File: config.mk
export PLATFORM = sky130hd
export DESIGN_NAME = sps_back_flat
export DESIGN_NICKNAME = d
export VERILOG_FILES = /design/src/sv/sps_pkg.sv /design/src/sv/sps_ifc.sv /design/src/sv/sps_back.sv /design/src/flat_wrapper.sv
export SDC_FILE = /design/constraint.sdc
export NUM_CORES = 1
export LEC_CHECK = 0
export ABC_AREA = 1
export BUFFER_PORTS_ARGS = -buffer_cell sky130_fd_sc_hd__clkbuf_2
export CAP_MARGIN = 0
export CORE_MARGIN = 2
export CORE_UTILIZATION = 35
export CTS_CLUSTER_DIAMETER = 50
export DETAILED_ROUTE_END_ITERATION = 10
export GPL_TIMING_DRIVEN = 0
export PLACE_DENSITY = 0.62
export RECOVER_POWER = 100
export SLEW_MARGIN = 30
export SYNTH_ARGS = -nofsm -noshare
export SYNTH_HDL_FRONTEND = slang
export SYNTH_SLANG_ARGS = --single-unit
File: constraint.sdc
create_clock -name clk -period 4.2 [get_ports clk]
set_input_delay 0.84 -clock clk [delete_from_list [all_inputs] [get_ports clk]]
set_output_delay 0.84 -clock clk [all_outputs]
set_load 0.1 [all_outputs]
File: src/sv/sps_pkg.sv
// ---------------------------------------------------------------------------
// sps_pkg: shared types and constants for the pair-sum select block
// Command codes, queue item layout, memory select codes and the control
// structs between the sequencer and the heap sift unit.
// ---------------------------------------------------------------------------
package sps_pkg;

  localparam int MAX_LEN_DEF = 1024;
  localparam int KEEP_DEF    = 1024;

  localparam int CMD_W  = 2;
  localparam int POS_W  = 11;
  localparam int ELEM_W = 32;
  localparam int SUM_W  = 33;
  localparam int LEN_W  = 11;

  localparam int Q_DEPTH = 4;
  localparam int Q_AW    = 2;

  typedef enum logic [CMD_W-1:0] {
    CMD_LOAD_A = 2'd0,
    CMD_LOAD_B = 2'd1,
    CMD_BUILD  = 2'd2,
    CMD_QUERY  = 2'd3
  } cmd_t;

  typedef struct packed {
    cmd_t              cmd;
    logic [POS_W-1:0]  pos;
    logic [ELEM_W-1:0] elem;
    logic              slot_ok;
  } item_t;

  typedef enum logic [1:0] {
    SEL_A = 2'd0,
    SEL_B = 2'd1,
    SEL_K = 2'd2
  } mem_sel_t;

  typedef enum logic {
    SIFT_DOWN = 1'b0,
    SIFT_UP   = 1'b1
  } sift_op_t;

  typedef struct packed {
    logic     start;
    sift_op_t op;
  } sift_ctl_t;

  typedef struct packed {
    logic busy;
    logic done;
  } sift_sts_t;

  function automatic int max_int(input int a, input int b);
    return (a > b) ? a : b;
  endfunction

endpackage

File: src/sv/sps_ifc.sv


interface sps_out_if import sps_pkg::*; ();
  logic             valid;
  logic             ready;
  logic [SUM_W-1:0] sum_value;
  logic             status;

  modport source (output valid, output sum_value, output status, input ready);
  modport sink (input valid, input sum_value, input status, output ready);
endinterface

File: src/sv/sps_back.sv
// ---------------------------------------------------------------------------
// sps_back: command execution sequencer
// Carries out loads, queries and the build (two heap sorts, the pair walk
// with a bounded max-heap, and the final heap sort of the kept sums).
// ---------------------------------------------------------------------------
module sps_back import sps_pkg::*; #(
  parameter int MAX_LEN = MAX_LEN_DEF,
  parameter int KEEP    = KEEP_DEF,
  localparam int IW = $clog2(max_int(MAX_LEN, KEEP) + 1)
) (
  input  logic             clk,
  input  logic             rst_n,
  input  logic             cfg_we,
  input  logic [LEN_W-1:0] cfg_wdata,
  input  item_t            head_i,
  input  logic             head_valid_i,
  output logic             pop_o,
  sps_out_if.source        out_if,
  output sift_ctl_t        sift_ctl_o,
  output logic [IW-1:0]    sift_n_o,
  output logic [IW-1:0]    sift_idx_o,
  output logic [SUM_W-1:0] sift_val_o,
  input  sift_sts_t        sift_sts_i,
  input  logic [IW-1:0]    sift_raddr_i,
  input  logic [IW-1:0]    sift_waddr_i,
  input  logic             sift_we_i,
  input  logic [SUM_W-1:0] sift_wdata_i,
  output logic [SUM_W-1:0] rdata_o,
  output mem_sel_t         mem_sel_o,
  output logic [IW-1:0]    mem_raddr_o,
  output logic [IW-1:0]    mem_waddr_o,
  output logic             mem_we_o,
  output logic [SUM_W-1:0] mem_wdata_o,
  input  logic [ELEM_W-1:0] rd_a_i,
  input  logic [ELEM_W-1:0] rd_b_i,
  input  logic [SUM_W-1:0]  rd_k_i
);

  typedef enum logic [17:0] {
    ST_IDLE    = 18'h00001,
    ST_Q_RD    = 18'h00002,
    ST_HS_INIT = 18'h00004,
    ST_HZ_CHK  = 18'h00008,
    ST_HZ_RD   = 18'h00010,
    ST_HZ_WAIT = 18'h00020,
    ST_HX_CHK  = 18'h00040,
    ST_HX_RD0  = 18'h00080,
    ST_HX_RD1  = 18'h00100,
    ST_HX_WAIT = 18'h00200,
    ST_PW_INIT = 18'h00400,
    ST_PW_ROW  = 18'h00800,
    ST_PW_AI   = 18'h01000,
    ST_PW_COL  = 18'h02000,
    ST_PW_BJ   = 18'h04000,
    ST_PW_ACT  = 18'h08000,
    ST_PW_WAIT = 18'h10000,
    ST_B_OUT   = 18'h20000
  } st_t;

  st_t               state_r, state_nxt;
  mem_sel_t          sel_r, sel_nxt;
  mem_sel_t          rsel_q_r;
  logic [LEN_W-1:0]  len_r;
  logic              built_r, built_nxt;
  logic [IW-1:0]     count_r, count_nxt;
  logic [IW-1:0]     n_r, n_nxt;
  logic [IW-1:0]     k_r, k_nxt;
  logic [IW-1:0]     i_r, i_nxt;
  logic [IW-1:0]     j_r, j_nxt;
  logic [SUM_W-1:0]  t_r, t_nxt;
  logic [ELEM_W-1:0] ai_r, ai_nxt;
  logic [SUM_W-1:0]  s_r, s_nxt;
  logic              out_valid_r, out_valid_nxt;
  logic [SUM_W-1:0]  out_sum_r, out_sum_nxt;
  logic              out_status_r, out_status_nxt;
  logic              out_free;
  logic              in_wait;
  logic [IW-1:0]     sort_sz;
  logic [IW-1:0]     n_sat;
  logic [31:0]       pos32;
  logic              rank_ok;

  always_comb begin
    case (rsel_q_r)
      SEL_A:   rdata_o = {1'b0, rd_a_i};
      SEL_B:   rdata_o = {1'b0, rd_b_i};
      default: rdata_o = rd_k_i;
    endcase
  end

  assign out_free = !out_valid_r || out_if.ready;
  assign in_wait  = (state_r == ST_HZ_WAIT) || (state_r == ST_HX_WAIT) ||
                    (state_r == ST_PW_WAIT);
  assign sort_sz  = (sel_r == SEL_K) ? count_r : n_r;
  assign n_sat    = (32'(len_r) > MAX_LEN) ? IW'(MAX_LEN) : IW'(len_r);
  assign pos32    = 32'(head_i.pos);
  assign rank_ok  = built_r && head_i.slot_ok && (pos32 <= 32'(count_r)) &&
                    (pos32 <= KEEP);

  assign out_if.valid     = out_valid_r;
  assign out_if.sum_value = out_sum_r;
  assign out_if.status    = out_status_r;

  always_comb begin
    state_nxt      = state_r;
    sel_nxt        = sel_r;
    built_nxt      = built_r;
    count_nxt      = count_r;
    n_nxt          = n_r;
    k_nxt          = k_r;
    i_nxt          = i_r;
    j_nxt          = j_r;
    t_nxt          = t_r;
    ai_nxt         = ai_r;
    s_nxt          = s_r;
    out_valid_nxt  = out_valid_r && !out_if.ready;
    out_sum_nxt    = out_sum_r;
    out_status_nxt = out_status_r;
    pop_o          = 1'b0;
    sift_ctl_o     = '{start: 1'b0, op: SIFT_DOWN};
    sift_n_o       = sort_sz;
    sift_idx_o     = '0;
    sift_val_o     = rdata_o;
    mem_sel_o      = sel_r;
    mem_raddr_o    = '0;
    mem_waddr_o    = '0;
    mem_we_o       = 1'b0;
    mem_wdata_o    = '0;

    if (in_wait) begin
      mem_raddr_o = sift_raddr_i;
      mem_waddr_o = sift_waddr_i;
      mem_we_o    = sift_we_i;
      mem_wdata_o = sift_wdata_i;
    end

    unique case (state_r)
      ST_IDLE: begin
        if (head_valid_i && out_free) begin
          pop_o = 1'b1;
          unique case (head_i.cmd) inside
            CMD_LOAD_A, CMD_LOAD_B: begin
              mem_sel_o      = (head_i.cmd == CMD_LOAD_A) ? SEL_A : SEL_B;
              mem_we_o       = head_i.slot_ok;
              mem_waddr_o    = IW'(pos32);
              mem_wdata_o    = {1'b0, head_i.elem};
              out_valid_nxt  = 1'b1;
              out_sum_nxt    = '0;
              out_status_nxt = 1'b0;
            end
            CMD_BUILD: begin
              n_nxt     = n_sat;
              sel_nxt   = SEL_A;
              state_nxt = ST_HS_INIT;
            end
            default: begin
              if (rank_ok) begin
                mem_sel_o   = SEL_K;
                mem_raddr_o = IW'(pos32 - 32'd1);
                state_nxt   = ST_Q_RD;
              end else begin
                out_valid_nxt  = 1'b1;
                out_sum_nxt    = '0;
                out_status_nxt = 1'b1;
              end
            end
          endcase
        end
      end
      ST_Q_RD: begin
        out_valid_nxt  = 1'b1;
        out_sum_nxt    = rdata_o;
        out_status_nxt = 1'b0;
        state_nxt      = ST_IDLE;
      end
      ST_HS_INIT: begin
        k_nxt     = sort_sz >> 1;
        state_nxt = ST_HZ_CHK;
      end
      ST_HZ_CHK: begin
        if (k_r == '0) begin
          k_nxt     = sort_sz;
          state_nxt = ST_HX_CHK;
        end else begin
          mem_raddr_o = k_r - 1'b1;
          state_nxt   = ST_HZ_RD;
        end
      end
      ST_HZ_RD: begin
        sift_ctl_o = '{start: 1'b1, op: SIFT_DOWN};
        sift_idx_o = k_r - 1'b1;
        state_nxt  = ST_HZ_WAIT;
      end
      ST_HZ_WAIT: begin
        if (sift_sts_i.done) begin
          k_nxt     = k_r - 1'b1;
          state_nxt = ST_HZ_CHK;
        end
      end
      ST_HX_CHK: begin
        if (k_r <= IW'(1)) begin
          case (sel_r)
            SEL_A: begin
              sel_nxt   = SEL_B;
              state_nxt = ST_HS_INIT;
            end
            SEL_B: begin
              state_nxt = ST_PW_INIT;
            end
            default: begin
              built_nxt = 1'b1;
              state_nxt = ST_B_OUT;
            end
          endcase
        end else begin
          mem_raddr_o = '0;
          state_nxt   = ST_HX_RD0;
        end
      end
      ST_HX_RD0: begin
        t_nxt       = rdata_o;
        mem_raddr_o = k_r - 1'b1;
        state_nxt   = ST_HX_RD1;
      end
      ST_HX_RD1: begin
        // The current maximum goes to the end; the last leaf is sifted from the root.
        mem_we_o    = 1'b1;
        mem_waddr_o = k_r - 1'b1;
        mem_wdata_o = t_r;
        sift_ctl_o  = '{start: 1'b1, op: SIFT_DOWN};
        sift_n_o    = k_r - 1'b1;
        sift_idx_o  = '0;
        state_nxt   = ST_HX_WAIT;
      end
      ST_HX_WAIT: begin
        if (sift_sts_i.done) begin
          k_nxt     = k_r - 1'b1;
          state_nxt = ST_HX_CHK;
        end
      end
      ST_PW_INIT: begin
        i_nxt     = '0;
        count_nxt = '0;
        sel_nxt   = SEL_K;
        state_nxt = ST_PW_ROW;
      end
      ST_PW_ROW: begin
        if (i_r == n_r) begin
          state_nxt = ST_HS_INIT;
        end else begin
          mem_sel_o   = SEL_A;
          mem_raddr_o = i_r;
          state_nxt   = ST_PW_AI;
        end
      end
      ST_PW_AI: begin
        ai_nxt    = rdata_o[ELEM_W-1:0];
        j_nxt     = '0;
        state_nxt = ST_PW_COL;
      end
      ST_PW_COL: begin
        if (j_r == n_r) begin
          i_nxt     = i_r + 1'b1;
          state_nxt = ST_PW_ROW;
        end else begin
          mem_sel_o   = SEL_B;
          mem_raddr_o = j_r;
          state_nxt   = ST_PW_BJ;
        end
      end
      ST_PW_BJ: begin
        s_nxt       = {1'b0, ai_r} + {1'b0, rdata_o[ELEM_W-1:0]};
        mem_sel_o   = SEL_K;
        mem_raddr_o = '0;
        state_nxt   = ST_PW_ACT;
      end
      ST_PW_ACT: begin
        sift_val_o = s_r;
        if (32'(count_r) < KEEP) begin
          sift_ctl_o = '{start: 1'b1, op: SIFT_UP};
          sift_idx_o = count_r;
          count_nxt  = count_r + 1'b1;
          state_nxt  = ST_PW_WAIT;
        end else if (s_r < rdata_o) begin
          sift_ctl_o = '{start: 1'b1, op: SIFT_DOWN};
          sift_n_o   = count_r;
          sift_idx_o = '0;
          state_nxt  = ST_PW_WAIT;
        end else begin
          // The rest of this row cannot beat the heap top.
          i_nxt     = i_r + 1'b1;
          state_nxt = ST_PW_ROW;
        end
      end
      ST_PW_WAIT: begin
        if (sift_sts_i.done) begin
          j_nxt     = j_r + 1'b1;
          state_nxt = ST_PW_COL;
        end
      end
      ST_B_OUT: begin
        if (out_free) begin
          out_valid_nxt  = 1'b1;
          out_sum_nxt    = '0;
          out_status_nxt = 1'b0;
          state_nxt      = ST_IDLE;
        end
      end
      default: begin
        state_nxt = ST_IDLE;
      end
    endcase
  end

  always_ff @(posedge clk) begin
    if (!rst_n) begin
      state_r     <= ST_IDLE;
      sel_r       <= SEL_A;
      len_r       <= LEN_W'(1);
      built_r     <= 1'b0;
      count_r     <= '0;
      out_valid_r <= 1'b0;
    end else begin
      state_r     <= state_nxt;
      sel_r       <= sel_nxt;
      built_r     <= built_nxt;
      count_r     <= count_nxt;
      out_valid_r <= out_valid_nxt;
      if (cfg_we) begin
        len_r <= cfg_wdata;
      end
    end
  end

  always_ff @(posedge clk) begin
    rsel_q_r     <= mem_sel_o;
    n_r          <= n_nxt;
    k_r          <= k_nxt;
    i_r          <= i_nxt;
    j_r          <= j_nxt;
    t_r          <= t_nxt;
    ai_r         <= ai_nxt;
    s_r          <= s_nxt;
    out_sum_r    <= out_sum_nxt;
    out_status_r <= out_status_nxt;
  end

`ifndef SYNTHESIS
  a_count_bound: assert property (@(posedge clk) disable iff (!rst_n)
    32'(count_r) <= KEEP)
    else $error("kept count exceeds heap capacity");

  a_sift_owner: assert property (@(posedge clk) disable iff (!rst_n)
    sift_sts_i.busy |-> in_wait)
    else $error("sift unit busy while sequencer owns the memory port");

  a_pop_valid: assert property (@(posedge clk) disable iff (!rst_n)
    pop_o |-> head_valid_i)
    else $error("queue popped while empty");

  a_query_built: assert property (@(posedge clk) disable iff (!rst_n)
    (state_r == ST_Q_RD) |-> (built_r && !$past(out_valid_r && !out_if.ready)))
    else $error("query read without a build or with the result slot taken");
`endif

endmodule

File: src/flat_wrapper.sv
// flat-port wrapper written by rule: the top's interface ports become plain ports
module sps_back_flat import sps_pkg::*;
#(
  parameter int MAX_LEN = MAX_LEN_DEF,
  parameter int KEEP    = KEEP_DEF,
  localparam int IW = $clog2(max_int(MAX_LEN, KEEP) + 1)
)
  (clk, rst_n, cfg_we, cfg_wdata, head_i, head_valid_i, pop_o, sift_ctl_o, sift_n_o, sift_idx_o, sift_val_o, sift_sts_i, sift_raddr_i, sift_waddr_i, sift_we_i, sift_wdata_i, rdata_o, mem_sel_o, mem_raddr_o, mem_waddr_o, mem_we_o, mem_wdata_o, rd_a_i, rd_b_i, rd_k_i, out_if_valid, out_if_sum_value, out_if_status, out_if_ready);
  sps_out_if out_if_i ();
  input  logic clk;
  input  logic rst_n;
  input  logic cfg_we;
  input  logic [LEN_W-1:0] cfg_wdata;
  input  item_t head_i;
  input  logic head_valid_i;
  output logic pop_o;
  output sift_ctl_t sift_ctl_o;
  output logic [IW-1:0] sift_n_o;
  output logic [IW-1:0] sift_idx_o;
  output logic [SUM_W-1:0] sift_val_o;
  input  sift_sts_t sift_sts_i;
  input  logic [IW-1:0] sift_raddr_i;
  input  logic [IW-1:0] sift_waddr_i;
  input  logic sift_we_i;
  input  logic [SUM_W-1:0] sift_wdata_i;
  output logic [SUM_W-1:0] rdata_o;
  output mem_sel_t mem_sel_o;
  output logic [IW-1:0] mem_raddr_o;
  output logic [IW-1:0] mem_waddr_o;
  output logic mem_we_o;
  output logic [SUM_W-1:0] mem_wdata_o;
  input  logic [ELEM_W-1:0] rd_a_i;
  input  logic [ELEM_W-1:0] rd_b_i;
  input  logic [SUM_W-1:0] rd_k_i;
  output wire logic [$bits(out_if_i.valid)-1:0] out_if_valid;
  output wire logic [$bits(out_if_i.sum_value)-1:0] out_if_sum_value;
  output wire logic [$bits(out_if_i.status)-1:0] out_if_status;
  input wire logic [$bits(out_if_i.ready)-1:0] out_if_ready;
  assign out_if_valid = out_if_i.valid;
  assign out_if_sum_value = out_if_i.sum_value;
  assign out_if_status = out_if_i.status;
  assign out_if_i.ready = out_if_ready;
  sps_back #(.MAX_LEN(MAX_LEN), .KEEP(KEEP)) u_core (.clk(clk), .rst_n(rst_n), .cfg_we(cfg_we), .cfg_wdata(cfg_wdata), .head_i(head_i), .head_valid_i(head_valid_i), .pop_o(pop_o), .out_if(out_if_i), .sift_ctl_o(sift_ctl_o), .sift_n_o(sift_n_o), .sift_idx_o(sift_idx_o), .sift_val_o(sift_val_o), .sift_sts_i(sift_sts_i), .sift_raddr_i(sift_raddr_i), .sift_waddr_i(sift_waddr_i), .sift_we_i(sift_we_i), .sift_wdata_i(sift_wdata_i), .rdata_o(rdata_o), .mem_sel_o(mem_sel_o), .mem_raddr_o(mem_raddr_o), .mem_waddr_o(mem_waddr_o), .mem_we_o(mem_we_o), .mem_wdata_o(mem_wdata_o), .rd_a_i(rd_a_i), .rd_b_i(rd_b_i), .rd_k_i(rd_k_i));
endmodule
Word-level counts from Yosys, hierarchy flattened
Cells that the tools add are included.
{ "totals": {"reg_bits": 222, "out_inout_bits": 184, "word_cells": 193, "input_bits": 217} }
{ "classes": {"n_bitwise": 1, "order_cmp": 6, "muxes": 87, "eq_ne": 43, "reduce_logical": 34, "add_sub_neg": 6} }
{ "ops": {"columns": ["operator", "n"], "rows": [
  ["$pmux W18 S17", 1],
  ["$mux W11", 22],
  ["$mux W33", 7],
  ["$pmux W33 S2", 3],
  ["$mux W18", 8],
  ["$pmux W11 S2", 5],
  ["$pmux W33 S3", 1],
  ["$pmux W11 S7", 1],
  ["$pmux W18 S2", 2],
  ["$pmux W11 S3", 2],
  ["$add A11 B1 Y11 const B", 3],
  ["$add A32 B32 Y33", 1],
  ["$lt A33 B33 Y1", 1],
  ["$eq A11 B11 Y1", 2],
  ["$sub A11 B1 Y11 const B", 2],
  ["$mux W2", 10],
  ["$eq A18 B1 Y1 const B", 1],
  ["$eq A18 B10 Y1 const B", 1],
  ["$eq A18 B11 Y1 const B", 1],
  ["$eq A18 B12 Y1 const B", 1],
  ["$eq A18 B13 Y1 const B", 1],
  ["$eq A18 B14 Y1 const B", 1],
  ["$eq A18 B15 Y1 const B", 1],
  ["$eq A18 B16 Y1 const B", 1],
  ["other kinds (46)", 98]
]} }

Depth between registers and ports, before layout
Gate-level depths: netlist (run 1).
{ "depth": {"ltp_word": 8, "mapped_depth": 23, "ltp_nobuf": 21} }

Worst setup path before layout (run 1)
OpenSTA, ideal clock, no wires.
{ "synth_timing": {"path_type": "input to output", "from": "input port out_if_ready", "to": "output port mem_waddr_o[0]", "t_arrival_ns": 4.945, "path_stages": 5, "path_slack_ns": -1.585, "path_buffers": 1, "required_ns": 3.360, "path_cell_list": "o21ai_0 nor2_1 inv_1 clkbuf_1 o311ai_0"} }
{ "synth_via": {"elab_chain_len": 4} }
{ "synth_rtl": {"columns": ["item", "line_no", "rtl"], "rows": [
  ["from (decl)", "flat_wrapper.sv:38", "input wire logic [$bits(out_if_i.ready)-1:0] out_if_ready;"],
  ["$logic_or A1 B1 Y1", "sps_back.sv:91", "assign out_free = !out_valid_r || out_if.ready;"],
  ["$logic_and A1 B1 Y1", "sps_back.sv:139", "if (head_valid_i && out_free) begin"],
  ["$mux W11", "sps_back.sv:139", null],
  ["$pmux W11 S2", "sps_back.sv:137", "unique case (state_r)"],
  ["to (decl)", "flat_wrapper.sv:29", "output logic [IW-1:0] mem_waddr_o;"]
]} }
Every way passes these cells.

Worst setup path after layout (run 1)
{ "layout_timing": {"from": "register u_core.rsel_q_r[1]", "to": "output port sift_n_o[9]"} }
{ "layout_via": {"elab_chain_len": 6, "word_cells_on_any_way": 7, "classes_between": "order compare (1); eq/ne (1); mux (4); reduce/logical (1)"} }
{ "layout_rtl": {"columns": ["item", "line_no", "rtl"], "rows": [
  ["from (decl)", "sps_back.sv:62", "mem_sel_t rsel_q_r;"],
  ["from (signal assigned)", "sps_back.sv:336", "rsel_q_r <= mem_sel_o;"],
  ["$eq A2 B1 Y1 / $logic_not A2 Y1 (equally long branches)", "sps_back.sv:84", "case (rsel_q_r)"],
  ["$pmux W33 S2 (*)", "sps_back.sv:84", null],
  ["$lt A33 B33 Y1 (*)", "sps_back.sv:284", "end else if (s_r < rdata_o) begin"],
  ["$mux W11 (*)", "sps_back.sv:284", null],
  ["$mux W11 (*)", "sps_back.sv:279", "if (32'(count_r) < KEEP) begin"],
  ["$pmux W11 S2 (*)", "sps_back.sv:137", null],
  ["to (decl)", "flat_wrapper.sv:18", "output logic [IW-1:0] sift_n_o;"]
]} }
Mark *: on every way between the ends. The rest lies on a longest branch, timed or not.

==> results.sh, run 1 <==
export IMPL_fin_cells=3004
export IMPL_ys_seq_area_share_pct=41.4
export IMPL_fin_nets=2740
export IMPL_ys_seq_elements=222
export IMPL_worstSetupPathType="flip-flop to primary output"
export IMPL_met1_length_mm=26.8
export IMPL_finalWorstSetupSlack_ps=-262
export IMPL_postRouteAntennaNets=0
export IMPL_initialDrtViolationCount=1301
export IMPL_cts_sinks=222
export IMPL_p_total_mw=10.1
export IMPL_wire_per_inst_um=21.9
export IMPL_drive_above_1_share_pct=30.0
export IMPL_reg2reg_to="u_core.s_r[26]"
export IMPL_die_w_um=211
export IMPL_gr_usage_all_layers_pct=28.7
export IMPL_start_util_pct=35.6
export IMPL_grt_first_pass_wirelength_mm=95.7
export IMPL_rsz0062_at_grt="true"
export IMPL_crit_fanout=10
export IMPL_final_area_um2=20800
export IMPL_cp_data_required_time_ps=3360
export IMPL_clock_latency_ps=570
export IMPL_h_tree_depth=1
export IMPL_drc=0
export IMPL_setup_tns_ps=-2700
export IMPL_yosysTopAreaCellShare_pct=35.2
export IMPL_synth_yosys_warnings=0
export IMPL_worstSetupEndpoint="sift_n_o[9]"
export IMPL_cts_hold_buf=0
export IMPL_met2WireLength_mm=30.8
export IMPL_gp_congestion=0.967
export IMPL_clockRootBuffer="clkbuf_16"
export IMPL_routed_wirelength_mm=65.8
export IMPL_r2r_start="u_core.rsel_q_r[1]"
export IMPL_slew_headroom_pct=36.8
export IMPL_cts_max_path_buffers=3
export IMPL_holdWs_ps=474
export IMPL_wl_met3_mm=5.24
export IMPL_p_leak_nw=9.32
export IMPL_hp_class="flip-flop to flip-flop"
export IMPL_ys_types=60
export IMPL_r2r_cells=19
export IMPL_die_y_um=211
export IMPL_port_buffers=399
export IMPL_die_area_um2=44500
export IMPL_maxSlewViolCount=0
export IMPL_worst_pin_slew_ps=948
export IMPL_dp_cells=2882
export IMPL_vias=16332
export IMPL_grt_overflow=0
export IMPL_status="finished with violations"
export IMPL_coreArea_um2=42100
export IMPL_synthCells=1940
export IMPL_arrival_ps=3620
export IMPL_synth_area_leaders="edfxtp_1 35%, nand2_1 10%, inv_1 6.9%"
export IMPL_r2r_setup_slack_ps=430
export IMPL_cts_buffers=29
export IMPL_hpwlAfterDp_mm=50.3
export IMPL_synth_edf_count=176
export IMPL_violations="negative setup slack"
export IMPL_fin_skew_ps=25.6
export IMPL_cts_tree="yes"
export IMPL_grt_antenna_before_repair=1
export IMPL_pre_cts_slack_ps=-1150
export IMPL_post_dp_cell_area_um2=17900
export IMPL_grt_pass1_vias=16006
export IMPL_drv_cap=0
export IMPL_layout_area_overhead_vs_synth_pct=38.6
export IMPL_diodes=0
export IMPL_yosysTopAreaCell="edfxtp_1"
export IMPL_ir_drop_v=0.000492
export IMPL_ios=401
export IMPL_start_kind="flip-flop"
export IMPL_min_period_over_period_pct=106
export IMPL_timing_critical_path_from="u_core.rsel_q_r[1]"
export IMPL_firstDrtPassIters=5
export IMPL_grt_max_degree=34
export IMPL_num_rows=75
export IMPL_setup_violations=13
export IMPL_async_flop_share_pct=0
export IMPL_syn_avg_cell_area_um2=7.73
export IMPL_maxUsedRoutingLayer="met4"
export IMPL_vias_per_cell=5.44
export IMPL_syn_nets=2237
export IMPL_max_freq_mhz=224
export IMPL_hold_violations=0
export IMPL_final_util_pct=49.3
export IMPL_p_per_area_nw_per_um2=483
export IMPL_synth_area_um2=15000
export IMPL_synth_ff_type="edfxtp_1"
export IMPL_cp_end_kind="primary output"
export IMPL_path_clk_slew_ps=60
export IMPL_fin_crit_ps=4460
how the worst min path moves through the flow:
| stage | cells after the start | endpoint | start |
|---|---|---|---|
| floorplan | 2 | u_core.built_r | u_core.built_r |
| global placement | 2 | u_core.built_r | u_core.built_r |
| detailed placement | 2 | u_core.built_r | u_core.built_r |
| CTS | 2 | u_core.built_r | u_core.built_r |
| global route | 2 | u_core.built_r | u_core.built_r |
| finish | 2 | u_core.built_r | u_core.built_r |
metal layers:
metal,vias to the layer above,GRT usage (%)
li1,7611,-
met1,7731,36.2
met2,831,48.1
met3,159,5.03
met4,0,12.6
met5,-,0
report_power, final:
group	switching, mW	internal (mW)	total, mW
registers	0.0288	2.53	2.56
clock network	1.01	1.55	2.56
logic	3.66	1.27	4.94
total	4.70	5.36	10.1
area by class of cell:
type | count | area [um2]
fill | 4081 | 21300
sequential | 222 | 6210
tap | 539 | 674
timing repair buffer | 473 | 3180
inverter | 283 | 1110
clock buffer | 38 | 812
buffer | 60 | 495
clock inverter | 15 | 173
multi-input combinational | 1374 | 8130
critical path, cell delays in order (launching register included):
cell	delay, ps
dfxtp_2	320
buf_12	140
nor2_4	180
clkinv_4	180
clkbuf_16	210
o21a_4	210
inv_4	70
ha_4	130
nand2_4	40
nor2_2	130
nand4_1	210
buf_4	210
a21oi_4	130
nor2_4	60
buf_12	140
clkbuf_16	160
nand4_1	120
nand3_2	100
nand2_2	110
clkbuf_16	200
state kept, by name, summed over array words and instances, names as in the netlist, 2 cells and up:
| register | cells |
|---|---|
| u_core.i_r | 11 |
| u_core.ai_r | 32 |
| u_core.len_r | 11 |
| u_core.rsel_q_r | 2 |
| u_core.n_r | 11 |
| u_core.state_r | 18 |
| u_core.k_r | 11 |
| u_core.j_r | 11 |
| u_core.t_r | 33 |
| u_core.sel_r | 2 |
| u_core.count_r | 11 |
| u_core.s_r | 33 |
| u_core.out_if.sum_value | 33 |
cell usage after synthesis, drive strengths merged, types with 13 or more instances:
master  number
nand2      418
nor3        40
a21oi      135
o211ai      40
o21ai      150
a31oi       15
nand4       31
nor4        13
ha          79
nor2       208
inv        281
dfxtp       46
nand3       81
clkbuf      45
buf         16
edfxtp     176
o22ai       22
xor2        37
o21a        34
repair_timing:
| item | CTS | global route |
|---|---|---|
| endpoints found under the setup margin | 88 | 88 |
| pin swaps | 46 | 26 |
| gates cloned | 5 | 0 |
| resized for setup | 266 | 87 |
| setup buffers | 56 | 11 |
layout by cell type (no fill, tap or decap), types with 14 or more instances in the layout:
cell and instances:
o211ai_1 40, xor2_1 37, o21ai_0 113, nor2_1 193, a21oi_1 115, o21ai_1 30
a31oi_1 14, nor3_1 35, buf_6 15, nand4_1 30, dfxtp_1 41, clkbuf_16 52
clkbuf_4 37, clkbuf_2 329, nand3_1 62, clkbuf_1 37, inv_1 248, nand3_2 16
o22ai_1 22, inv_2 24, o21a_2 17, nand2_2 34, buf_4 64, a21oi_2 17
clkbuf_8 15, nand2_1 382, edfxtp_1 176, ha_1 67
cells by family after synthesis:
family | count (synthesis) | share of synthesized area, %
buffers and inverters | 344 | 8.82
and+or+nand+nor | 812 | 23.3
adders and majority gates | 80 | 6.72
AOI/OAI and AO/OA | 434 | 17.0
xor gates and xnor gates | 48 | 2.80
DFF | 222 | 41.4
(Power assumes the default switching activity.)
==> run 2: changes to the inputs <==
--- a/config.mk
+++ b/config.mk
@@ -15,6 +15,7 @@
 export GPL_TIMING_DRIVEN = 0
 export PLACE_DENSITY = 0.62
 export RECOVER_POWER = 100
+export SETUP_SLACK_MARGIN = 0.1
 export SLEW_MARGIN = 30
 export SYNTH_ARGS = -nofsm -noshare
 export SYNTH_HDL_FRONTEND = slang
==> run 2 against run 1 <==
Effect of this change: critical path depth down 1; clock-buffer cell count down 2; clock skew down 1.4 ps; hold slack better by 7.4 ps; sequential cell count unchanged; via count down 1.0%; combinational power down 1%; first-iteration DRC count down 8.5%; design area about the same; largest power group unchanged; wire length down 2.4%; the flow still finishes with violations (negative setup slack); largest cell class unchanged.
==> results.sh, run 2 (synthesis results as in run 1) <==
export IMPL_fin_nets=2728
export IMPL_fin_skew_ps=24.2
export IMPL_setup_tns_ps=-4660
export IMPL_h_tree_depth=1
export IMPL_grt_antenna_before_repair=0
export IMPL_cts_max_path_buffers=3
export IMPL_rsz0062_at_grt="true"
export IMPL_crit_fanout=6
export IMPL_worst_pin_slew_ps=897
export IMPL_reg2reg_to="u_core.s_r[28]"
export IMPL_firstDrtPassIters=5
export IMPL_worstSetupPathType="flip-flop to primary output"
export IMPL_cts_sinks=222
export IMPL_max_freq_mhz=220
export IMPL_final_common_cell="nand2_1"
export IMPL_gp_congestion=0.987
export IMPL_die_w_um=211
export IMPL_die_y_um=211
export IMPL_grt_first_pass_wirelength_mm=93.2
export IMPL_initialDrtViolationCount=1191
export IMPL_vias_per_cell=5.40
export IMPL_slew_headroom_pct=40.2
export IMPL_port_buffers=399
export IMPL_path_clk_slew_ps=60
export IMPL_status="finished with violations"
export IMPL_p_per_area_nw_per_um2=482
export IMPL_layout_common_cells="381 x nand2_1, 313 x clkbuf_2, 238 x inv_1"
export IMPL_post_dp_cell_area_um2=18000
export IMPL_setup_violations=33
export IMPL_hold_violations=0
export IMPL_violations="negative setup slack"
export IMPL_hold_end="u_core.built_r"
export IMPL_r2r_start="u_core.rsel_q_r[1]"
export IMPL_min_from="u_core.built_r"
export IMPL_r2r_setup_slack_ps=390
export IMPL_cp_end_kind="primary output"
export IMPL_final_area_um2=20800
export IMPL_min_period_over_period_pct=108
export IMPL_drc=0
export IMPL_r2r_cells=18
export IMPL_drv_cap=0
export IMPL_p_leak_nw=9.28
export IMPL_grt_max_degree=34
export IMPL_grt_pass1_vias=16024
export IMPL_drive_above_1_share_pct=30.5
export IMPL_maxSlewViolCount=0
export IMPL_num_rows=75
export IMPL_arrival_ps=3700
export IMPL_postRouteAntennaNets=0
export IMPL_wire_per_inst_um=21.4
export IMPL_layout_area_overhead_vs_synth_pct=38.6
export IMPL_gr_usage_all_layers_pct=27.9
export IMPL_final_util_pct=49.3
export IMPL_cts_buffers=30
export IMPL_cts_tree="yes"
export IMPL_holdPathStages=2
export IMPL_vias=16164
export IMPL_finalWorstSetupSlack_ps=-337
export IMPL_routed_wirelength_mm=64.2
export IMPL_coreArea_um2=42100
export IMPL_die_area_um2=44500
export IMPL_start_kind="flip-flop"
export IMPL_grt_overflow=0
export IMPL_clockRootBuffer="clkbuf_16"
export IMPL_diodes=0
export IMPL_fin_crit_ps=4540
export IMPL_hpwlAfterDp_mm=50.0
export IMPL_start_util_pct=35.6
export IMPL_cts_hold_buf=0
export IMPL_clock_latency_ps=580
export IMPL_ir_drop_v=0.000468
export IMPL_ios=401
export IMPL_cp_data_required_time_ps=3360
export IMPL_hp_class="flip-flop to flip-flop"
## run 2: changes by cell type in the layout (fill, tap and decap cells not counted), sizes merged
cell      previous run  this run
bufinv               3         1
clkbuf             470       459
clkinvlp             2         3
clkinv               9        11
inv                284       287
buf                101        97
## run 2: critical path, cell delays in order (launching register included)
cell       delay (ps)
dfxtp_2           330
buf_12            140
nor2_4            230
clkinv_4          160
clkbuf_16         200
o21a_2            230
inv_2              80
ha_4              130
nand2_1            80
nor2_4            110
nand4_1           220
nor4_4            390
nand2_4           140
nand3_4           110
buf_6             150
nand2_4            50
nand3_2            90
nand2_2            90
clkbuf_16         200
## run 2: through the flow
step           power (mW)  worst slack, ps  cells  hold WS [ps]
3_5_place_dp         6.85            -1040   2882           453
4_1_cts              9.88             -265   2973           461
3_3_place_gp         6.84             -987   2878           451
5_1_grt              10.4             -446   2993           503
6_report             10.0             -337   2993           481
2_1_floorplan        5.85             -420   1940           436
## run 2: per-layer routing
| metal | part of all wire, % | global-route usage [%] |
|---|---|---|
| met1 | 42 | 35.2 |
| met4 | 4.8 | 13.0 |
| met5 | 0 | 0 |
| met3 | 6.8 | 3.76 |
| met2 | 47 | 47.4 |
## run 2: repair_timing
item	CTS	global route
pin swaps	45	46
resized for setup	259	144
setup buffers	34	20
gates cloned	2	0
endpoints found under the setup margin	95	98
## run 2: how the worst max path moves through the flow
stage / from / to / slack [ps] / cells past startpoint
after floorplan: out_if_ready / mem_waddr_o[0] / -420 / 5
after global placement: u_core.rsel_q_r[1] / sift_n_o[0] / -990 / 20
after detailed placement: u_core.rsel_q_r[1] / sift_n_o[1] / -1040 / 19
after CTS: u_core.rsel_q_r[1] / sift_n_o[0] / -260 / 19
after global routing: u_core.rsel_q_r[1] / sift_n_o[0] / -450 / 20
final: u_core.rsel_q_r[1] / sift_n_o[6] / -340 / 18
## run 2: layout make-up
type                    instances  area [um2]
clock buffers                  36         837
repair buffers                459        3080
flip-flops and latches        222        6210
plain buffers                  61         458
multi-input cells            1374        8210
well taps                     539         674
fillers                      4096       21300
clock inverters                19         184
inverters                     283        1130
## run 2: power breakdown
group | switching [mW] | leakage, nW | internal [mW] | total, mW
Sequential | 0.0281 | 2.01 | 2.53 | 2.56
Combinational | 3.62 | 6.78 | 1.25 | 4.87
Clock | 1.08 | 0.493 | 1.51 | 2.59
==> run 3: changes to the inputs <==
--- a/config.mk
+++ b/config.mk
@@ -13,7 +13,7 @@
 export CTS_CLUSTER_DIAMETER = 50
 export DETAILED_ROUTE_END_ITERATION = 10
 export GPL_TIMING_DRIVEN = 0
-export PLACE_DENSITY = 0.62
+export PLACE_DENSITY = 0.55
 export RECOVER_POWER = 100
 export SETUP_SLACK_MARGIN = 0.1
 export SLEW_MARGIN = 30
==> run 3 against run 2 <==
Effect of this change: largest cell class unchanged; utilization is essentially flat; clock-buffer cell count grew 9; cell count grew 0.20%; the flow still finishes with violations (negative setup slack); sequential power is essentially flat; clock power grew 8.1%; sequential share of layout area is essentially flat.
==> results.sh, run 3 (synthesis results as in run 1) <==
export IMPL_firstDrtPassIters=5
export IMPL_arrival_ps=3670
export IMPL_gr_usage_all_layers_pct=28.9
export IMPL_max_freq_mhz=222
export IMPL_h_tree_depth=2
export IMPL_layout_area_overhead_vs_synth_pct=38.6
export IMPL_cp_data_required_time_ps=3360
export IMPL_critPathBufInv=7
export IMPL_die_w_um=211
export IMPL_num_rows=75
export IMPL_grt_overflow=0
export IMPL_start_kind="flip-flop"
export IMPL_clock_latency_ps=550
export IMPL_fin_cells=2999
export IMPL_status="finished with violations"
export IMPL_coreArea_um2=42100
export IMPL_routed_wirelength_mm=65.9
export IMPL_rsz0062_at_grt="true"
export IMPL_hpwlAfterDp_mm=51.7
export IMPL_layout_common_cells="383 x nand2_1, 319 x clkbuf_2, 245 x inv_1"
export IMPL_final_common_cell="nand2_1"
export IMPL_crit_fanout=6
export IMPL_holdPathStages=2
export IMPL_cts_hold_buf=0
export IMPL_setup_violations=12
export IMPL_ir_drop_v=0.000399
export IMPL_p_leak_nw=9.27
export IMPL_slowest_stage="dfxtp_2"
export IMPL_cp_end_kind="primary output"
export IMPL_cts_sinks=222
export IMPL_vias=16034
export IMPL_clockRootBuffer="clkbuf_16"
export IMPL_r2r_cells=19
export IMPL_finalWorstSetupSlack_ps=-305
export IMPL_grt_max_degree=33
export IMPL_die_y_um=211
export IMPL_wire_per_inst_um=22.0
export IMPL_cts_tree="yes"
export IMPL_fin_nets=2730
export IMPL_drc=0
export IMPL_crit_chain="buf_12 > nor2_4 > clkinv_4 > clkbuf_16 > o21a_4 > inv_2 > ha_4 > nand2_4 > nor2_4 > nand4_1 > buf_4 > nor4_4 > nand2_4 > nand3_4 > buf_6 > nand2_1 > nand3_2 > nand2_4 > clkbuf_16"
export IMPL_start_util_pct=35.6
export IMPL_dp_cells=2883
export IMPL_path_common_cell="nand2_4"
export IMPL_slew_headroom_pct=41.2
export IMPL_fin_crit_ps=4510
export IMPL_p_per_area_nw_per_um2=489
export IMPL_worstSetupPathType="flip-flop to primary output"
export IMPL_min_period_over_period_pct=107
export IMPL_holdWs_ps=477
export IMPL_initialDrtViolationCount=1201
export IMPL_grt_pass1_vias=15504
export IMPL_cts_buffers=35
export IMPL_cpLargestDelayFamily="simple AND/OR/NAND/NOR gates"
export IMPL_hold_violations=0
export IMPL_cts_max_path_buffers=3
export IMPL_vias_per_cell=5.35
export IMPL_hp_class="flip-flop to flip-flop"
export IMPL_port_buffers=399
export IMPL_drive_above_1_share_pct=29.9
export IMPL_grt_antenna_before_repair=0
export IMPL_violations="negative setup slack"
export IMPL_maxSlewViolCount=0
export IMPL_cp_depth=19
export IMPL_ios=401
export IMPL_die_area_um2=44500
export IMPL_worst_pin_slew_ps=880
export IMPL_path_clk_slew_ps=60
export IMPL_max_stage_delay_ps=330
export IMPL_gp_congestion=0.969
export IMPL_fin_skew_ps=13.4
export IMPL_grt_first_pass_wirelength_mm=95.3
export IMPL_drv_cap=0
export IMPL_postRouteAntennaNets=0
[run 3: changes by cell type in the layout (fill, tap and decap cells not counted), sizes merged, moves of 2 or more]
cell    change
buf         +2
clkbuf      +3
clkinv      -2
inv         +2
[run 3: layout make-up]
| class | instances | area [um2] |
|---|---|---|
| fillers | 4163 | 21300 |
| clock buffers | 45 | 986 |
| flip-flops and latches | 222 | 6210 |
| multi-input cells | 1375 | 8200 |
| repair buffers | 456 | 3030 |
| clock inverters | 18 | 121 |
| inverters | 283 | 1120 |
| well taps | 539 | 674 |
| diodes | 1 | 2.50 |
| plain buffers | 60 | 440 |
[run 3: path summary, 6_finish.rpt]
check / from / endpoint / slack (ps)
max reg2reg: u_core.rsel_q_r[1] / u_core.s_r[24] / 520
min reg2reg: u_core.len_r[1] / u_core.len_r[1] / 480
min: u_core.len_r[1] / u_core.len_r[1] / 480
max: u_core.rsel_q_r[1] / sift_n_o[8] / -310
[run 3: power by group]
group	leakage [nW]	internal (mW)	total (mW)	switching (mW)
clock	0.540	1.68	2.80	1.12
sequential	2.01	2.53	2.56	0.0290
combinational	6.73	1.22	4.82	3.60
[run 3: per-layer routing]
metal | track usage [%] | routed length [um] | up-vias | part of all wire, %
met5 | 0 | 0 | - | 0
met1 | 36.5 | 27700 | 7701 | 42
met4 | 11.5 | 2510 | 0 | 3.8
li1 | - | - | 7609 | -
met2 | 49.2 | 31900 | 606 | 48
met3 | 4.59 | 3820 | 118 | 5.8
[run 3: what timing repair did]
| action | in CTS | in global routing |
|---|---|---|
| gates cloned | 3 | 1 |
| resized for setup | 233 | 133 |
| pin swaps | 32 | 38 |
| endpoints found under the setup margin | 123 | 95 |
| setup buffers | 34 | 15 |
[run 3: worst reg2reg max path: stages, from the launching register on]
cell     delay, ps
dfxtp_2        330
buf_12         150
nor2_4         220
buf_4          220
nand2_1         80
nand3_1        260
inv_1          200
ha_1           280
inv_1           70
fa_1           200
nor2_1          60
o22ai_1        150
nand2_1        160
a21oi_1        300
inv_1           80
nand2_1        120
nand2_1        150
nand3_1        100
nand3_1        110
xor2_1         190
[run 3: through the flow]
stage | utilization, % | power, mW | setup slack [ps] | TNS (ps) | area, um2
floorplan | - | 5.85 | -420 | -3860 | 15300
global placement | 42.5 | 6.85 | -1300 | -68190 | 17900
detailed placement | 42.8 | 6.87 | -1280 | -36730 | 18000
CTS | 48.2 | 10.1 | -277 | -3160 | 20300
global route | 49.3 | 10.5 | -368 | -4130 | 20800
finish | 49.3 | 10.2 | -305 | -3260 | 20800
